$ cat config.mk
export PLATFORM = sky130hd
export DESIGN_NAME = routing_parent_set_table_top
export DESIGN_NICKNAME = d
export VERILOG_FILES = /design/src/hdl/rps_pkg.sv /design/src/hdl/rps_mem.sv /design/src/hdl/rps_ctrl.sv /design/src/hdl/routing_parent_set_table_top.sv
export SDC_FILE = /design/constraint.sdc
export NUM_CORES = 1
export LEC_CHECK = 0
export ABC_AREA = 1
export BUFFER_PORTS_ARGS = -buffer_cell sky130_fd_sc_hd__buf_4
export CAP_MARGIN = 15
export CORE_AREA = 5 5 172 174
export DETAILED_ROUTE_END_ITERATION = 6
export DIE_AREA = 0 0 177 179
export GPL_TIMING_DRIVEN = 0
export PLACE_DENSITY = 0.81
export SLEW_MARGIN = 10
export SYNTH_ARGS = -nofsm -noshare
export SYNTH_HDL_FRONTEND = slang
export SYNTH_SLANG_ARGS = --single-unit
export TNS_END_PERCENT = 1
$ cat constraint.sdc
create_clock -name i_clk -period 6.95 [get_ports i_clk]
set_input_delay 1.0425 -clock i_clk [delete_from_list [all_inputs] [get_ports i_clk]]
set_output_delay 1.0425 -clock i_clk [all_outputs]
set_load 0.01 [all_outputs]
$ cat src/hdl/rps_pkg.sv
`timescale 1ns / 1ps
`default_nettype none
// ----------------------------------------------------------------------------
// rps_pkg
// Shared constants and types for the routing parent set table.
// ----------------------------------------------------------------------------
package rps_pkg;
    localparam int NUM_PARENTS = 4;
    localparam int IDX_W       = $clog2(NUM_PARENTS);
    localparam logic [15:0] RANK_INF = 16'hffff;
    localparam int CLASS_SHIFT = 3;
    localparam logic [15:0] HOP_RESET = 16'd1024;

    typedef struct packed {
        logic [15:0] rank;
        logic [15:0] addr;
    } t_entry;

    typedef struct packed {
        logic             rd_en;
        logic [IDX_W-1:0] rd_idx;
        logic             wr_en;
        logic [IDX_W-1:0] wr_idx;
        t_entry           wr_data;
        logic             clr_en;
        logic [IDX_W-1:0] clr_idx;
        logic             clr_tail;
    } t_mem_req;
endpackage
`default_nettype wire

$ cat src/hdl/rps_mem.sv
`timescale 1ns / 1ps
`default_nettype none
// ----------------------------------------------------------------------------
// rps_mem
// Parent list storage: one write and one registered read per cycle,
// per-entry valid bits so an unwritten entry reads as empty.
// ----------------------------------------------------------------------------
module rps_mem
    import rps_pkg::*;
(
    input  wire logic     i_clk,
    input  wire logic     i_rst_n,
    input  wire t_mem_req i_req,
    output t_entry        o_rd_data
);
    t_entry                 r_mem [NUM_PARENTS];
    logic [NUM_PARENTS-1:0] r_valid;
    t_entry                 r_rd_data;
    logic                   r_rd_vld;

    always_ff @(posedge i_clk) begin
        if (i_req.wr_en) begin
            r_mem[i_req.wr_idx] <= i_req.wr_data;
        end
        if (i_req.rd_en) begin
            r_rd_data <= r_mem[i_req.rd_idx];
        end
    end

    always_ff @(posedge i_clk) begin
        if (!i_rst_n) begin
            r_valid  <= '0;
            r_rd_vld <= 1'b0;
        end else begin
            if (i_req.rd_en) begin
                r_rd_vld <= r_valid[i_req.rd_idx];
            end
            for (int k = 0; k < NUM_PARENTS; k++) begin
                if ((i_req.clr_tail && k != 0) ||
                    (i_req.clr_en && i_req.clr_idx == IDX_W'(k))) begin
                    r_valid[k] <= 1'b0;
                end
                if (i_req.wr_en && i_req.wr_idx == IDX_W'(k)) begin
                    r_valid[k] <= 1'b1;
                end
            end
        end
    end

    assign o_rd_data = r_rd_vld ? r_rd_data : t_entry'{rank: RANK_INF, addr: RANK_INF};
endmodule
`default_nettype wire

$ cat src/hdl/rps_ctrl.sv
`timescale 1ns / 1ps
`default_nettype none
// ----------------------------------------------------------------------------
// rps_ctrl
// Sequencer: reads the head of the list, decides the update, sweeps the
// list for refresh or removal with shifting, and presents the result.
// ----------------------------------------------------------------------------
module rps_ctrl
    import rps_pkg::*;
(
    input  wire logic        i_clk,
    input  wire logic        i_rst_n,
    input  wire logic        i_start,
    input  wire logic [15:0] i_sender_address,
    input  wire logic [15:0] i_advertised_rank,
    input  wire logic [15:0] i_offered_rank,
    input  wire logic [15:0] i_max_hop,
    input  wire t_entry      i_rd_data,
    output t_mem_req         o_req,
    output logic             o_busy,
    output logic             o_done,
    output logic [15:0]      o_own_rank,
    output logic [15:0]      o_preferred_parent,
    output logic [15:0]      o_preferred_parent_rank,
    output logic             o_preferred_changed,
    output logic             o_preferred_removed,
    output logic             o_rank_class_differs
);
    typedef enum logic [2:0] {S_IDLE, S_HEAD, S_HEAD1, S_SWEEP, S_FIN, S_OUT} t_state;

    t_state           r_state, n_state;
    logic [15:0]      r_sa, r_ar, r_off, r_node, r_min, r_old;
    logic [15:0]      n_node, n_min;
    logic [IDX_W-1:0] r_idx, n_idx;
    logic             r_found, n_found, r_removed, n_removed, r_drop, n_drop;
    logic             r_chk_rm, n_chk_rm;
    logic             r_done;
    logic [15:0]      r_own, r_pp, r_ppr;
    logic             r_chg, r_rm, r_diff;

    logic [15:0] oc, rc;
    logic        inf, last, hit;
    logic [16:0] limit;

    always_comb begin
        oc    = r_off >> CLASS_SHIFT;
        rc    = r_node >> CLASS_SHIFT;
        inf   = r_off == RANK_INF;
        last  = r_idx == IDX_W'(NUM_PARENTS - 1);
        hit   = !r_found && i_rd_data.addr == r_sa;
        limit = {1'b0, r_min} + {1'b0, i_max_hop};
    end

    always_comb begin
        n_state   = r_state;
        n_node    = r_node;
        n_min     = r_min;
        n_idx     = r_idx;
        n_found   = r_found;
        n_removed = r_removed;
        n_drop    = r_drop;
        n_chk_rm  = r_chk_rm;
        o_req     = '0;
        case (r_state)
            S_IDLE: begin
                if (i_start) begin
                    n_min        = (i_offered_rank < r_min) ? i_offered_rank : r_min;
                    n_found      = 1'b0;
                    n_removed    = 1'b0;
                    o_req.rd_en  = 1'b1;
                    o_req.rd_idx = '0;
                    n_state      = S_HEAD;
                end
            end
            S_HEAD: begin
                o_req.rd_en  = 1'b1;
                o_req.rd_idx = IDX_W'(1);
                n_state      = S_HEAD1;
            end
            S_HEAD1: begin
                n_state = S_FIN;
                if (inf || (oc > rc && i_rd_data.rank != RANK_INF)) begin
                    n_drop       = 1'b1;
                    n_chk_rm     = inf;
                    n_idx        = '0;
                    o_req.rd_en  = 1'b1;
                    o_req.rd_idx = '0;
                    n_state      = S_SWEEP;
                end else if (oc < rc) begin
                    o_req.wr_en   = 1'b1;
                    o_req.wr_idx  = '0;
                    o_req.wr_data = t_entry'{rank: r_ar, addr: r_sa};
                    o_req.clr_tail = 1'b1;
                    n_node        = r_off;
                end else if (oc == rc) begin
                    n_drop       = 1'b0;
                    n_idx        = '0;
                    o_req.rd_en  = 1'b1;
                    o_req.rd_idx = '0;
                    n_state      = S_SWEEP;
                end else if (r_old == r_sa) begin
                    o_req.wr_en  = 1'b1;
                    o_req.wr_idx = '0;
                    if ({1'b0, r_off} < limit) begin
                        o_req.wr_data = t_entry'{rank: r_ar, addr: r_old};
                        n_node        = r_off;
                    end else begin
                        o_req.wr_data = t_entry'{rank: RANK_INF, addr: r_old};
                        n_node        = RANK_INF;
                        n_min         = RANK_INF;
                    end
                end
            end
            S_SWEEP: begin
                if (!last) begin
                    o_req.rd_en  = 1'b1;
                    o_req.rd_idx = r_idx + 1'b1;
                end
                n_idx = r_idx + 1'b1;
                if (r_drop) begin
                    if (r_found) begin
                        o_req.wr_en   = 1'b1;
                        o_req.wr_idx  = r_idx - 1'b1;
                        o_req.wr_data = i_rd_data;
                    end
                    if (hit) begin
                        n_found = 1'b1;
                        if (r_idx == '0 && r_chk_rm) begin
                            n_removed = 1'b1;
                        end
                    end
                    if (last) begin
                        if (r_found || hit) begin
                            o_req.clr_en  = 1'b1;
                            o_req.clr_idx = r_idx;
                        end
                        n_state = S_FIN;
                    end
                end else begin
                    if (i_rd_data.addr == r_sa) begin
                        o_req.wr_en   = 1'b1;
                        o_req.wr_idx  = r_idx;
                        o_req.wr_data = t_entry'{rank: r_ar, addr: i_rd_data.addr};
                        n_state       = S_FIN;
                    end else if (i_rd_data.rank == RANK_INF) begin
                        o_req.wr_en   = 1'b1;
                        o_req.wr_idx  = r_idx;
                        o_req.wr_data = t_entry'{rank: r_ar, addr: r_sa};
                        n_state       = S_FIN;
                    end else if (last) begin
                        n_state = S_FIN;
                    end
                end
            end
            S_FIN: begin
                o_req.rd_en  = 1'b1;
                o_req.rd_idx = '0;
                n_state      = S_OUT;
            end
            S_OUT: begin
                n_state = S_IDLE;
            end
            default: begin
                n_state = S_IDLE;
            end
        endcase
    end

    always_ff @(posedge i_clk) begin
        if (!i_rst_n) begin
            r_state   <= S_IDLE;
            r_node    <= RANK_INF;
            r_min     <= RANK_INF;
            r_idx     <= '0;
            r_found   <= 1'b0;
            r_removed <= 1'b0;
            r_drop    <= 1'b0;
            r_chk_rm  <= 1'b0;
            r_done    <= 1'b0;
        end else begin
            r_state   <= n_state;
            r_node    <= n_node;
            r_min     <= n_min;
            r_idx     <= n_idx;
            r_found   <= n_found;
            r_removed <= n_removed;
            r_drop    <= n_drop;
            r_chk_rm  <= n_chk_rm;
            r_done    <= r_state == S_OUT;
        end
    end

    always_ff @(posedge i_clk) begin
        if (r_state == S_IDLE && i_start) begin
            r_sa  <= i_sender_address;
            r_ar  <= i_advertised_rank;
            r_off <= i_offered_rank;
        end
        if (r_state == S_HEAD) begin
            r_old <= i_rd_data.addr;
        end
        if (r_state == S_OUT) begin
            r_own  <= r_node;
            r_pp   <= i_rd_data.addr;
            r_ppr  <= i_rd_data.rank;
            r_chg  <= i_rd_data.addr != r_old;
            r_rm   <= r_removed;
            r_diff <= !inf && ((r_node >> CLASS_SHIFT) != oc);
        end
    end

    assign o_busy                  = r_state != S_IDLE;
    assign o_done                  = r_done;
    assign o_own_rank              = r_own;
    assign o_preferred_parent      = r_pp;
    assign o_preferred_parent_rank = r_ppr;
    assign o_preferred_changed     = r_chg;
    assign o_preferred_removed     = r_rm;
    assign o_rank_class_differs    = r_diff;
endmodule
`default_nettype wire

$ cat src/hdl/routing_parent_set_table_top.sv
`timescale 1ns / 1ps
`default_nettype none
// ----------------------------------------------------------------------------
// routing_parent_set_table_top
// Neighbor advertisement processing over a small ordered parent list.
//
// Input: an advertisement word (sender address, advertised rank, offered
// rank) is taken at a clock edge with i_start high and o_busy low.
// Output: one result word per advertisement, shown for one cycle with
// o_done high; the receiver takes it unconditionally.
// A better or sole-parent update is decided from the head of the list
// alone, while a refresh or a removal also sweeps the list; the
// result is shown in the first cycle with o_busy low. A new advertisement
// is taken only while o_busy is low. The parent list lives in a
// single-port-read memory, one entry read per cycle, which sets the sweep.
// A new advertisement may start in the cycle the result is shown.
// Configuration: APB register 0 (max_hop_increase) at byte address 0,
// written while the block is idle; pready is always high.
// Reset: synchronous, active low; clears the list to empty, ranks to
// infinite and max_hop_increase to 1024. No clearing pass is needed.
// ----------------------------------------------------------------------------
module routing_parent_set_table_top
    import rps_pkg::*;
(
    input  wire logic        i_clk,
    input  wire logic        i_rst_n,
    input  wire logic        i_start,
    input  wire logic [15:0] i_sender_address,
    input  wire logic [15:0] i_advertised_rank,
    input  wire logic [15:0] i_offered_rank,
    output logic             o_busy,
    output logic             o_done,
    output logic [15:0]      o_own_rank,
    output logic [15:0]      o_preferred_parent,
    output logic [15:0]      o_preferred_parent_rank,
    output logic             o_preferred_changed,
    output logic             o_preferred_removed,
    output logic             o_rank_class_differs,
    input  wire logic        psel,
    input  wire logic        penable,
    input  wire logic        pwrite,
    input  wire logic [2:0]  paddr,
    input  wire logic [31:0] pwdata,
    output logic [31:0]      prdata,
    output logic             pready
);
    logic [15:0] r_max_hop;
    t_mem_req    req;
    t_entry      rd_data;

    always_ff @(posedge i_clk) begin
        if (!i_rst_n) begin
            r_max_hop <= HOP_RESET;
        end else if (psel && penable && pwrite && !paddr[2]) begin
            r_max_hop <= pwdata[15:0];
        end
    end

    assign pready = 1'b1;
    assign prdata = paddr[2] ? 32'd0 : {16'd0, r_max_hop};

    rps_mem u_mem (
        .i_clk     (i_clk),
        .i_rst_n   (i_rst_n),
        .i_req     (req),
        .o_rd_data (rd_data)
    );

    rps_ctrl u_ctrl (
        .i_clk                   (i_clk),
        .i_rst_n                 (i_rst_n),
        .i_start                 (i_start),
        .i_sender_address        (i_sender_address),
        .i_advertised_rank       (i_advertised_rank),
        .i_offered_rank          (i_offered_rank),
        .i_max_hop               (r_max_hop),
        .i_rd_data               (rd_data),
        .o_req                   (req),
        .o_busy                  (o_busy),
        .o_done                  (o_done),
        .o_own_rank              (o_own_rank),
        .o_preferred_parent      (o_preferred_parent),
        .o_preferred_parent_rank (o_preferred_parent_rank),
        .o_preferred_changed     (o_preferred_changed),
        .o_preferred_removed     (o_preferred_removed),
        .o_rank_class_differs    (o_rank_class_differs)
    );
endmodule
`default_nettype wire

=== Word level (Yosys, flattened, before mapping) ===
Memory sizes are Yosys's and may differ from the RTL's. A register that Yosys moved wholly into a read port is not among the register bits.
Index checks and enable logic that the tools add are counted.

* $add $sub $neg: 3
* Order comparisons: 5
* Equality and inequality tests: 34
* Muxes and demuxes: 73
* Bitwise logic cells: 1
* Reductions and logical operators: 45

{| class="wikitable"
|+ Operators with widths
! cell !! number
|-
| two-way mux 35 bit || 8
|-
| two-way mux 16 bit || 12
|-
| case mux 35 bit (2 select lines) || 1
|-
| two-way mux 32 bit || 2
|-
| two-way mux 3 bit || 17
|-
| equality test 16 bit || 2
|-
| equality test 16 bit (second input constant) || 2
|-
| case mux 16 bit (2 select lines) || 1
|-
| case mux 3 bit (5 select lines) || 2
|-
| two-way mux 1 bit || 23
|-
| nonzero test 2 bit || 9
|-
| adder 16 x 16 -> 17 bit || 1
|-
| < comparator 16 x 17 -> 1 bit || 1
|-
| logical AND 1 bit || 16
|-
| < comparator 16 bit || 1
|-
| inequality test 16 bit || 1
|-
| inequality test 16 bit (second input constant) || 1
|-
| inequality test 2 x 1 -> 1 bit (second input constant) || 7
|-
| equality test 13 bit || 1
|-
| > comparator 13 bit || 1
|-
| < comparator 13 bit || 1
|-
| inequality test 13 bit || 1
|-
| equality test 2 bit (second input constant) || 5
|-
| inequality test 2 bit (second input constant) || 5
|-
| 24 further kinds || 40
|}

* Bits in registers: 178
* Bits in writable memories: 128
* Input port bits: 89
* Output and inout port bits: 86
* Logic and storage cells: 187
* Memories kept: 1

{| class="wikitable"
|+ Memory list
! memory !! depth !! bits a word !! rd ports !! clocked after Yosys merged registers in !! write ports !! RTL line !! RTL
|-
| u_mem.r_mem || 4 || 32 || 1 || 1 || 1 || rps_mem.sv:16 || <nowiki>t_entry r_mem [NUM_PARENTS];</nowiki>
|}

=== Longest topological paths before layout ===
Gate-level depths: netlist of the first run.

* Depth in word-level cells: 13
* Depth in mapped cells: 25
* Depth with buffers taken out: 24

=== Hierarchy ===
Synthesis of the first run repeated with hierarchy kept, for this count alone.

* Cell total of the unflattened synthesis: 1,634
* Area, all modules: 16,324.4 µm²

{| class="wikitable"
|+ Modules (own cells, without submodules)
! module !! times used !! cells an instance !! area each (µm²) !! seq. area each (µm²)
|-
| rps_ctrl || 1 || 1,025 || 9,034.9 || 4,294.1
|-
| rps_mem || 1 || 450 || 6,237.2 || 4,904.7
|-
| routing_parent_set_table_top || 1 || 159 || 1,052.3 || 320.3
|}

=== Worst setup path after synthesis of the first run ===
Ideal clock, no wire load.

* Path kind: input -> register
* From: in i_start
* To: reg, netlist name u_mem.r_rd_data[0]
* Setup time: 0.396 ns
* Data arrival time: 4.404 ns
* Required time: 6.554 ns
* Path slack: 2.150 ns
* Cell stages on the path: 6
* Path buffers: 0
* Path through: inv_1 > nor2_1 > inv_1 > nand3b_1 > inv_1 > nand3_1

{| class="wikitable"
|+ RTL lines
! element !! RTL line !! RTL
|-
| start: declaration || routing_parent_set_table_top.sv:27 || <nowiki>input wire logic i_start,</nowiki>
|}

==> flow_summary_export.csv, run 1 <==
group,metric,value,unit
setup_path,cpMaxStageDelayCell,"dfxtp_1",
global_routing,grt_first_pass_wirelength,66100,um
drt,vias_per_cell,5.68,
global_routing,overflow,0,
timing,skew,0.0206,ns
setup_path,worstSetupStartpointType,"register",
setup_path,end_kind,"register",
floorplan,die_w,177,um
drt,avgRoutedWirePerCell,18.7,um
timing,tightest_slew,0.868,ns
clocking,cts-buffers-inserted,36,
cells_and_area,final_nets,2007,
setup_path,crit_top_cell,"nand2_1",
setup_path,worstPathMaxFanout,10,
drt,wl,42300,um
worst_hold_path,worstHoldEndpoint,"u_ctrl.o_own_rank[10]",
clocking,cts_sinks,338,
clocking,cts.repair.resized,0,
pwr,fin_total_pwr,0.00636,W
timing,holdWs,0.465,ns
floorplan,num_rows,61,
logic_synthesis,mappedNetlistArea,16500,sq um
setup_path,crit_buf_inv,1,
setup_path,cpPeakStageDelay,0.42,ns
logic_synthesis,synth.most_common_cell,"nand2_1",
placement,place.gp.congestion,0.901,
clocking,cts_max_path_buffers,3,
logic_synthesis,yosysWarningCount,0,
clocking,cts_tree,"yes",
run,cap_violations,0,
clocking,clk_pin_slew,0.06,ns
setup_path,crit_required,7.16,ns
logic_synthesis,synth_commonest_cells,"nand2_1, edfxtp_1, inv_1, a21oi_1, nand3_1",
cells_and_area,design_area,19400,sq um
floorplan,initial_core_util,59.8,%
floorplan,die-area,31700,sq um
global_routing,first_global_vias,12700,
cells_and_area,area_growth,17.2,%
setup_path,r2r_end,"u_mem.r_mem[0][18]",
logic_synthesis,syn-instance-count,1659,
timing,hold_viol_final,0,
timing,maxSlewViolCount,0,
drt,drt_first_pass_iters,5,
drt,drc,0,
cells_and_area,drive_above_1_share,17.2,%
timing,slew_headroom,42.0,%
clocking,htreeDepth,2,
floorplan,boundaryPins,175,
global_routing,grt_start_max_net_pins,33,
cells_and_area,reg_top3,"u_mem.r_mem: 128 flops, u_mem.r_rd_data: 32 flops",
setup_path,arrival,4.21,ns
placement,hpwl,30000,um
timing,setup_viol,0,
pwr,p_per_area,328,nW/um^2
clocking,ctsHoldBuffers,0,
cells_and_area,top_register,"u_mem.r_mem",
timing,finalCriticalPeriod,3.99,ns
logic_synthesis,synthTopCellsByArea,"edfxtp_1, nand2_1, dfxtp_1",
logic_synthesis,synthFlopType,"edfxtp_1",
drt,drt_iter0_drc,1364,
cells_and_area,largest_register_ffs,128,
clocking,post_cts_buffers,0,
logic_synthesis,synth-seq-cells,338,
logic_synthesis,ys_seq_area_share,57.7,%
logic_synthesis,synth.distinct_cells,50,
worst_hold_path,hold_class,"reg2reg",
pwr,leakage,8.81,nW
setup_path,path_cells,"ha_1 -> nand2_1 -> o2bb2ai_1 -> o21bai_1 -> nand2_1 -> nand2_1 -> a21boi_0 -> o21ai_0 -> nand2_1 -> nand2_1 -> ha_1 -> nand2_1 -> o21bai_1 -> nand2_1 -> nand2_1 -> nand2_1 -> nand2_1 -> nand2_1 -> nor2_1 -> nor2_1 -> nand2_2 -> buf_2 -> o211ai_1",
floorplan,die_y,179,um
worst_hold_path,worstHoldStart,"u_ctrl.r_node[10]",
logic_synthesis,synth_edf_count,275,
placement,io_buffer_count,137,
timing,max_freq,250,MHz
worst_hold_path,hold-path-cell-count,0,
setup_path,r2r_slack,2.96,ns
timing,post-route-period-util,57.5,%
drt,via_count,12800,
clocking,clockRootBuffer,"clkbuf_16",
pwr,vdd_ir_drop_max,0.215,mV
cells_and_area,post-route-util,70.0,%
setup_path,reg2regPathDepth,23,
placement,place_area,18300,sq um
logic_synthesis,yosysTopAreaCellShare,50.0,%
global_routing,antenna_found_initial,0,
drt,ant_nets,0,
global_routing,track_usage,26.5,%
setup_path,criticalPathCategory,"reg2reg",
timing,rsz0062_at_grt,"false",
status,status,"finished, final reports clean",
logic_synthesis,syn_area_per_cell,9.95,sq um
setup_path,reg2reg_from,"u_ctrl.r_min[1]",
setup_path,crit_family,"compound AO/OA/AOI/OAI gates",
logic_synthesis,synth_top_area_cell,"edfxtp_1",
cells_and_area,diodes,0,
floorplan,core,27600,sq um
logic_synthesis,async_flop_share,0,%
clocking,clock_latency,0.54,ns
-- routing by layer --
layer | vias up | track usage, % | wire [um]
li1 | 6046 | - | -
met1 | 6065 | 34.6 | 17200
met2 | 613 | 44.7 | 20500
met3 | 106 | 4.43 | 3260
met4 | 0 | 10.2 | 1370
met5 | - | 0 | 0
-- worst max path at each step --
stage                          from             endpoint  slack, ns  depth (start not counted)
detailed placement     r_max_hop[2]   u_mem.r_mem[2][18]       3.05                         22
finish              u_ctrl.r_min[1]   u_mem.r_mem[0][18]       2.96                         23
global route        u_ctrl.r_min[0]   u_mem.r_mem[1][18]       2.68                         23
CTS                    r_max_hop[2]   u_mem.r_mem[1][18]       3.02                         22
global placement            i_start  u_mem.r_rd_data[14]      -0.12                          7
floorplan                   i_start   u_mem.r_rd_data[0]       2.15                          6
-- area by class of cell --
type	count	area, sq um
clock buffer	50	993
buffer	83	468
multi-input combinational	1057	5860
inverter	196	737
timing repair buffer	144	1200
fill	2007	8280
clock inverter	14	97.6
sequential	338	9520
tap	378	473
-- power breakdown --
group	switching (W)	leakage, nW	total [W]	internal, W
registers	0.000143	3.01	0.00268	0.00254
clock network	0.000780	0.544	0.00179	0.00101
logic	0.00124	5.26	0.00188	0.000643
-- stage by stage --
stage	TNS (ns)	setup WS [ns]	std cells
floorplan	0	2.15	1674
global placement	-3.77	-0.116	2189
detailed placement	0	3.05	2196
CTS	0	3.02	2260
global route	0	2.68	2260
finish	0	2.96	2260
-- cell usage in the layout, fill, tap and decap left out, drive strengths merged --
master / instances
a21boi: 1
xnor2: 6
o21a: 2
o21ai: 30
conb: 17
ha: 61
nor3: 7
buf: 196
dfxtp: 63
inv: 196
fa: 1
nand3b: 1
edfxtp: 275
nor4: 3
o2bb2ai: 1
o2111ai: 1
xor2: 27
or2: 15
a31oi: 2
and3: 1
nand3: 99
o21bai: 4
clkinv: 14
o31ai: 1
o22ai: 16
a22oi: 32
a21o: 2
nand2: 417
o211ai: 50
nor2: 86
a21oi: 153
clkbuf: 81
nand4: 21
-- cell families (layout without fill, tap and decap cells) --
logic type	Yosys count	in the layout	share of synthesized area (%)
DFF	338	338	57.7
and+or+nand+nor	650	650	17.2
other	2	17	0.0455
adders and majority gates	62	62	4.74
xor gates and xnor gates	33	33	1.75
AOI/OAI and AO/OA	295	295	11.3
buffers and inverters	279	487	7.30
Note: power is estimated with default switching activity, not from simulation.
==> inputs of run 2 (changes only) <==
--- a/config.mk
+++ b/config.mk
@@ -5,14 +5,14 @@
 export SDC_FILE = /design/constraint.sdc
 export NUM_CORES = 1
 export LEC_CHECK = 0
-export ABC_AREA = 1
+export ABC_AREA = 0
 export BUFFER_PORTS_ARGS = -buffer_cell sky130_fd_sc_hd__buf_4
 export CAP_MARGIN = 15
-export CORE_AREA = 5 5 172 174
+export CORE_AREA = 5 5 169 171
 export DETAILED_ROUTE_END_ITERATION = 6
-export DIE_AREA = 0 0 177 179
+export DIE_AREA = 0 0 174 176
 export GPL_TIMING_DRIVEN = 0
-export PLACE_DENSITY = 0.81
+export PLACE_DENSITY = 0.79
 export SLEW_MARGIN = 10
 export SYNTH_ARGS = -nofsm -noshare
 export SYNTH_HDL_FRONTEND = slang
==> constraint.sdc (replaced) <==
create_clock -name i_clk -period 4.2 [get_ports i_clk]
set_input_delay 0.63 -clock i_clk [delete_from_list [all_inputs] [get_ports i_clk]]
set_output_delay 0.63 -clock i_clk [all_outputs]
set_load 0.01 [all_outputs]
==> run 2 against run 1 <==
Sequential share of layout area rose by 1.9 points. Die area down 3.3%. Sequential cell count stayed put. Cell area fell by 3.7%. First-iteration DRC count down 30%. Clock-buffer cell count down 1. Synthesized cell count decreased by 31%. Critical path depth shrank 8. Wire length is 13% lower. Final cell count fell by 23%. Via count decreased by 19%. Largest power group unchanged. Highest routed layer unchanged.
==> flow_summary_export.csv, run 2 <==
group,metric,value,unit
global_routing,antenna_found_initial,0,
cells_and_area,final_common_cell,"edfxtp_1",
drt,avgRoutedWirePerCell,21.3,um
logic_synthesis,yosysTopAreaCellShare,53.2,%
timing,maxSlewViolCount,0,
setup_path,reg2regPathDepth,15,
global_routing,grt_first_pass_wirelength,57400,um
pwr,p_switching,0.00185,W
timing,setup_viol,0,
setup_path,arrival,4.35,ns
worst_hold_path,worstHoldStart,"i_advertised_rank[7]",
cells_and_area,final_cell_mix,"edfxtp_1, buf_4, nand2_1",
global_routing,track_usage,23.8,%
placement,io_buffer_count,138,
worst_hold_path,hold-path-cell-count,1,
floorplan,boundaryPins,175,
setup_path,worstPathMaxFanout,16,
logic_synthesis,async_flop_share,0,%
timing,skew,0.0122,ns
setup_path,path_cells,"ha_1 -> fa_2 -> a211o_1 -> o211ai_1 -> a21oi_2 -> a21o_1 -> a21oi_1 -> xnor2_1 -> ha_1 -> a21oi_1 -> nor3_1 -> a211oi_2 -> o22ai_2 -> o211a_4 -> a211o_1",
clocking,cts_tree,"yes",
cells_and_area,diodes,0,
worst_hold_path,hold_class,"in2reg",
worst_hold_path,worstHoldEndpoint,"u_ctrl.r_ar[7]",
logic_synthesis,synth.most_common_cell,"edfxtp_1",
timing,tightest_slew,1.14,ns
logic_synthesis,ys_seq_area_share,61.3,%
clocking,htreeDepth,2,
pwr,swShare,23.5,%
drt,vias_per_cell,5.99,
logic_synthesis,synth-seq-cells,338,
clocking,cts-buffers-inserted,36,
logic_synthesis,synth_commonest_cells,"edfxtp_1, nand2_1, dfxtp_1, ha_1, nor2_1",
setup_path,reg2reg_from,"r_max_hop[0]",
pwr,p_seq_share,49.2,%
logic_synthesis,syn-instance-count,1153,
floorplan,die-area,30600,sq um
floorplan,core,26700,sq um
logic_synthesis,synthFlopType,"edfxtp_1",
clocking,clock_latency,0.53,ns
logic_synthesis,yosysWarningCount,0,
drt,drc,0,
setup_path,cpPeakStageDelay,0.39,ns
timing,worst_slack,0.0996,ns
logic_synthesis,synthTopCellsByArea,"edfxtp_1, dfxtp_1, ha_1",
drt,wl,37000,um
clocking,clk_pin_slew,0.06,ns
cells_and_area,top_register,"u_mem.r_mem",
setup_path,crit_required,4.45,ns
run,cap_violations,0,
setup_path,end_kind,"register",
floorplan,num_rows,60,
cells_and_area,area_growth,19.9,%
timing,slew_headroom,23.2,%
placement,place.gp.congestion,0.940,
timing,max_freq,244,MHz
timing,hold_viol_final,0,
cells_and_area,instances_no_fill,1734,
logic_synthesis,syn_area_per_cell,13.5,sq um
logic_synthesis,synth_edf_count,275,
setup_path,worstSetupStartpointType,"register",
logic_synthesis,synth_top_area_cell,"edfxtp_1",
pwr,vdd_ir_drop_max,0.392,mV
cells_and_area,largest_register_ffs,128,
logic_synthesis,synth.distinct_cells,83,
pwr,clkPwrFrac,40.4,%
pwr,internal_power,0.00601,W
pwr,p_comb_share,10.4,%
drt,via_count,10400,
floorplan,initial_core_util,58.1,%
placement,pre_cts_ws,-0.283,ns
cells_and_area,reg_top3,"u_mem.r_mem: 128 flops, u_mem.r_rd_data: 32 flops",
setup_path,crit_family,"compound AO/OA/AOI/OAI gates",
setup_path,criticalPathCategory,"reg2reg",
timing,rsz0062_at_grt,"true",
clocking,cts_sinks,338,
timing,finalCriticalPeriod,4.10,ns
pwr,p_per_area,422,nW/um^2
global_routing,grt_start_max_net_pins,36,
setup_path,r2r_slack,0.1,ns
clocking,cts_max_path_buffers,3,
setup_path,r2r_end,"u_mem.r_mem[2][27]",
placement,hpwl,25600,um
drt,ant_nets,0,
setup_path,crit_buf_inv,0,
floorplan,die_y,176,um
drt,drt_first_pass_iters,6,
floorplan,die_w,174,um
setup_path,cpMaxStageDelayCell,"fa_2",
cells_and_area,drive_above_1_share,23.6,%
pwr,leakage,7.29,nW
cells_and_area,final_nets,1516,
placement,placed_cells,1655,
status,status,"finished, final reports clean",
clocking,clockRootBuffer,"clkbuf_16",
logic_synthesis,mappedNetlistArea,15500,sq um
global_routing,overflow,0,
global_routing,first_global_vias,10300,
drt,drt_iter0_drc,958,
timing,post-route-period-util,97.6,%
-- run 2: cell type report --
cell class / count / area (sq um)
flip-flops and latches: 338 / 9520
fillers: 1809 / 8100
multi-input cells: 723 / 5660
repair buffers: 160 / 1320
clock buffers: 49 / 1010
well taps: 341 / 427
plain buffers: 61 / 344
clock inverters: 17 / 183
inverters: 45 / 169
-- run 2: logic make-up after synthesis --
family	Yosys count	share of synthesized area, %
simple gates	340	11.8
flops	338	61.3
compound gates	216	10.5
buf+inv	107	3.29
fa+ha+maj	62	5.04
xor+xnor	52	2.93
mux	36	5.01
other cells	2	0.0484
-- run 2: worst max-delay path by stage --
stage / start / end / slack, ns / cells past startpoint
floorplan: r_max_hop[0] / u_mem.r_mem[0][22] / 0.32 / 15
global placement: u_mem.r_rd_vld / u_mem.r_mem[1][30] / -0.78 / 8
detailed placement: r_max_hop[0] / u_mem.r_mem[0][31] / -0.28 / 15
CTS: r_max_hop[0] / u_ctrl.r_node[9] / 0.02 / 16
global route: r_max_hop[0] / u_ctrl.r_node[1] / -0.05 / 16
finish: r_max_hop[0] / u_mem.r_mem[2][27] / 0.1 / 15
-- run 2: per-stage QoR --
step / power [W] / setup TNS (ns) / cell area (sq um) / hold WS, ns / util [%]
2_1_floorplan: 0.00441 / 0 / 15600 / 0.409 / -
3_3_place_gp: 0.00465 / -83.48 / 17100 / 0.441 / 63.8
3_5_place_dp: 0.00468 / -11.69 / 17300 / 0.449 / 64.6
4_1_cts: 0.00786 / 0 / 18500 / 0.256 / 69.3
5_1_grt: 0.00814 / -0.932 / 18600 / 0.252 / 69.7
6_report: 0.00786 / 0 / 18600 / 0.276 / 69.7
-- run 2: what timing repair did --
item / in CTS / in global routing
cloned: 0 / 1
setup endpoints to repair: 74 / 96
buffers inserted: 7 / 6
hold buffers: 0 / 0
pin swaps: 4 / 9
resized for setup: 8 / 10
-- run 2: layer usage --
layer	vias up	share of wire [%]	GRT usage, %	wire (um)
met5	-	0	0	0
met4	0	2.8	7.89	1050
met3	80	7.6	4.03	2800
met2	453	48	38.4	17600
met1	5061	42	33.3	15500
li1	4799	-	-	-
-- run 2: power by group through the flow --
stage / Sequential (W) / Combinational (W) / Clock (W)
2_1_floorplan: 0.00390 / 0.000513 / 0
4_1_cts: 0.00386 / 0.000784 / 0.00321
3_3_place_gp: 0.00393 / 0.000715 / 0
6_report: 0.00387 / 0.000817 / 0.00317
3_5_place_dp: 0.00393 / 0.000753 / 0
5_1_grt: 0.00388 / 0.000888 / 0.00337
-- run 2: worst reg2reg max path: stages (launching register included) --
cell	delay (ns)
dfxtp_1	0.33
ha_1	0.24
fa_2	0.39
a211o_1	0.27
o211ai_1	0.19
a21oi_2	0.16
a21o_1	0.20
a21oi_1	0.19
xnor2_1	0.20
ha_1	0.30
a21oi_1	0.14
nor3_1	0.07
a211oi_2	0.23
o22ai_2	0.17
o211a_4	0.36
a211o_1	0.39
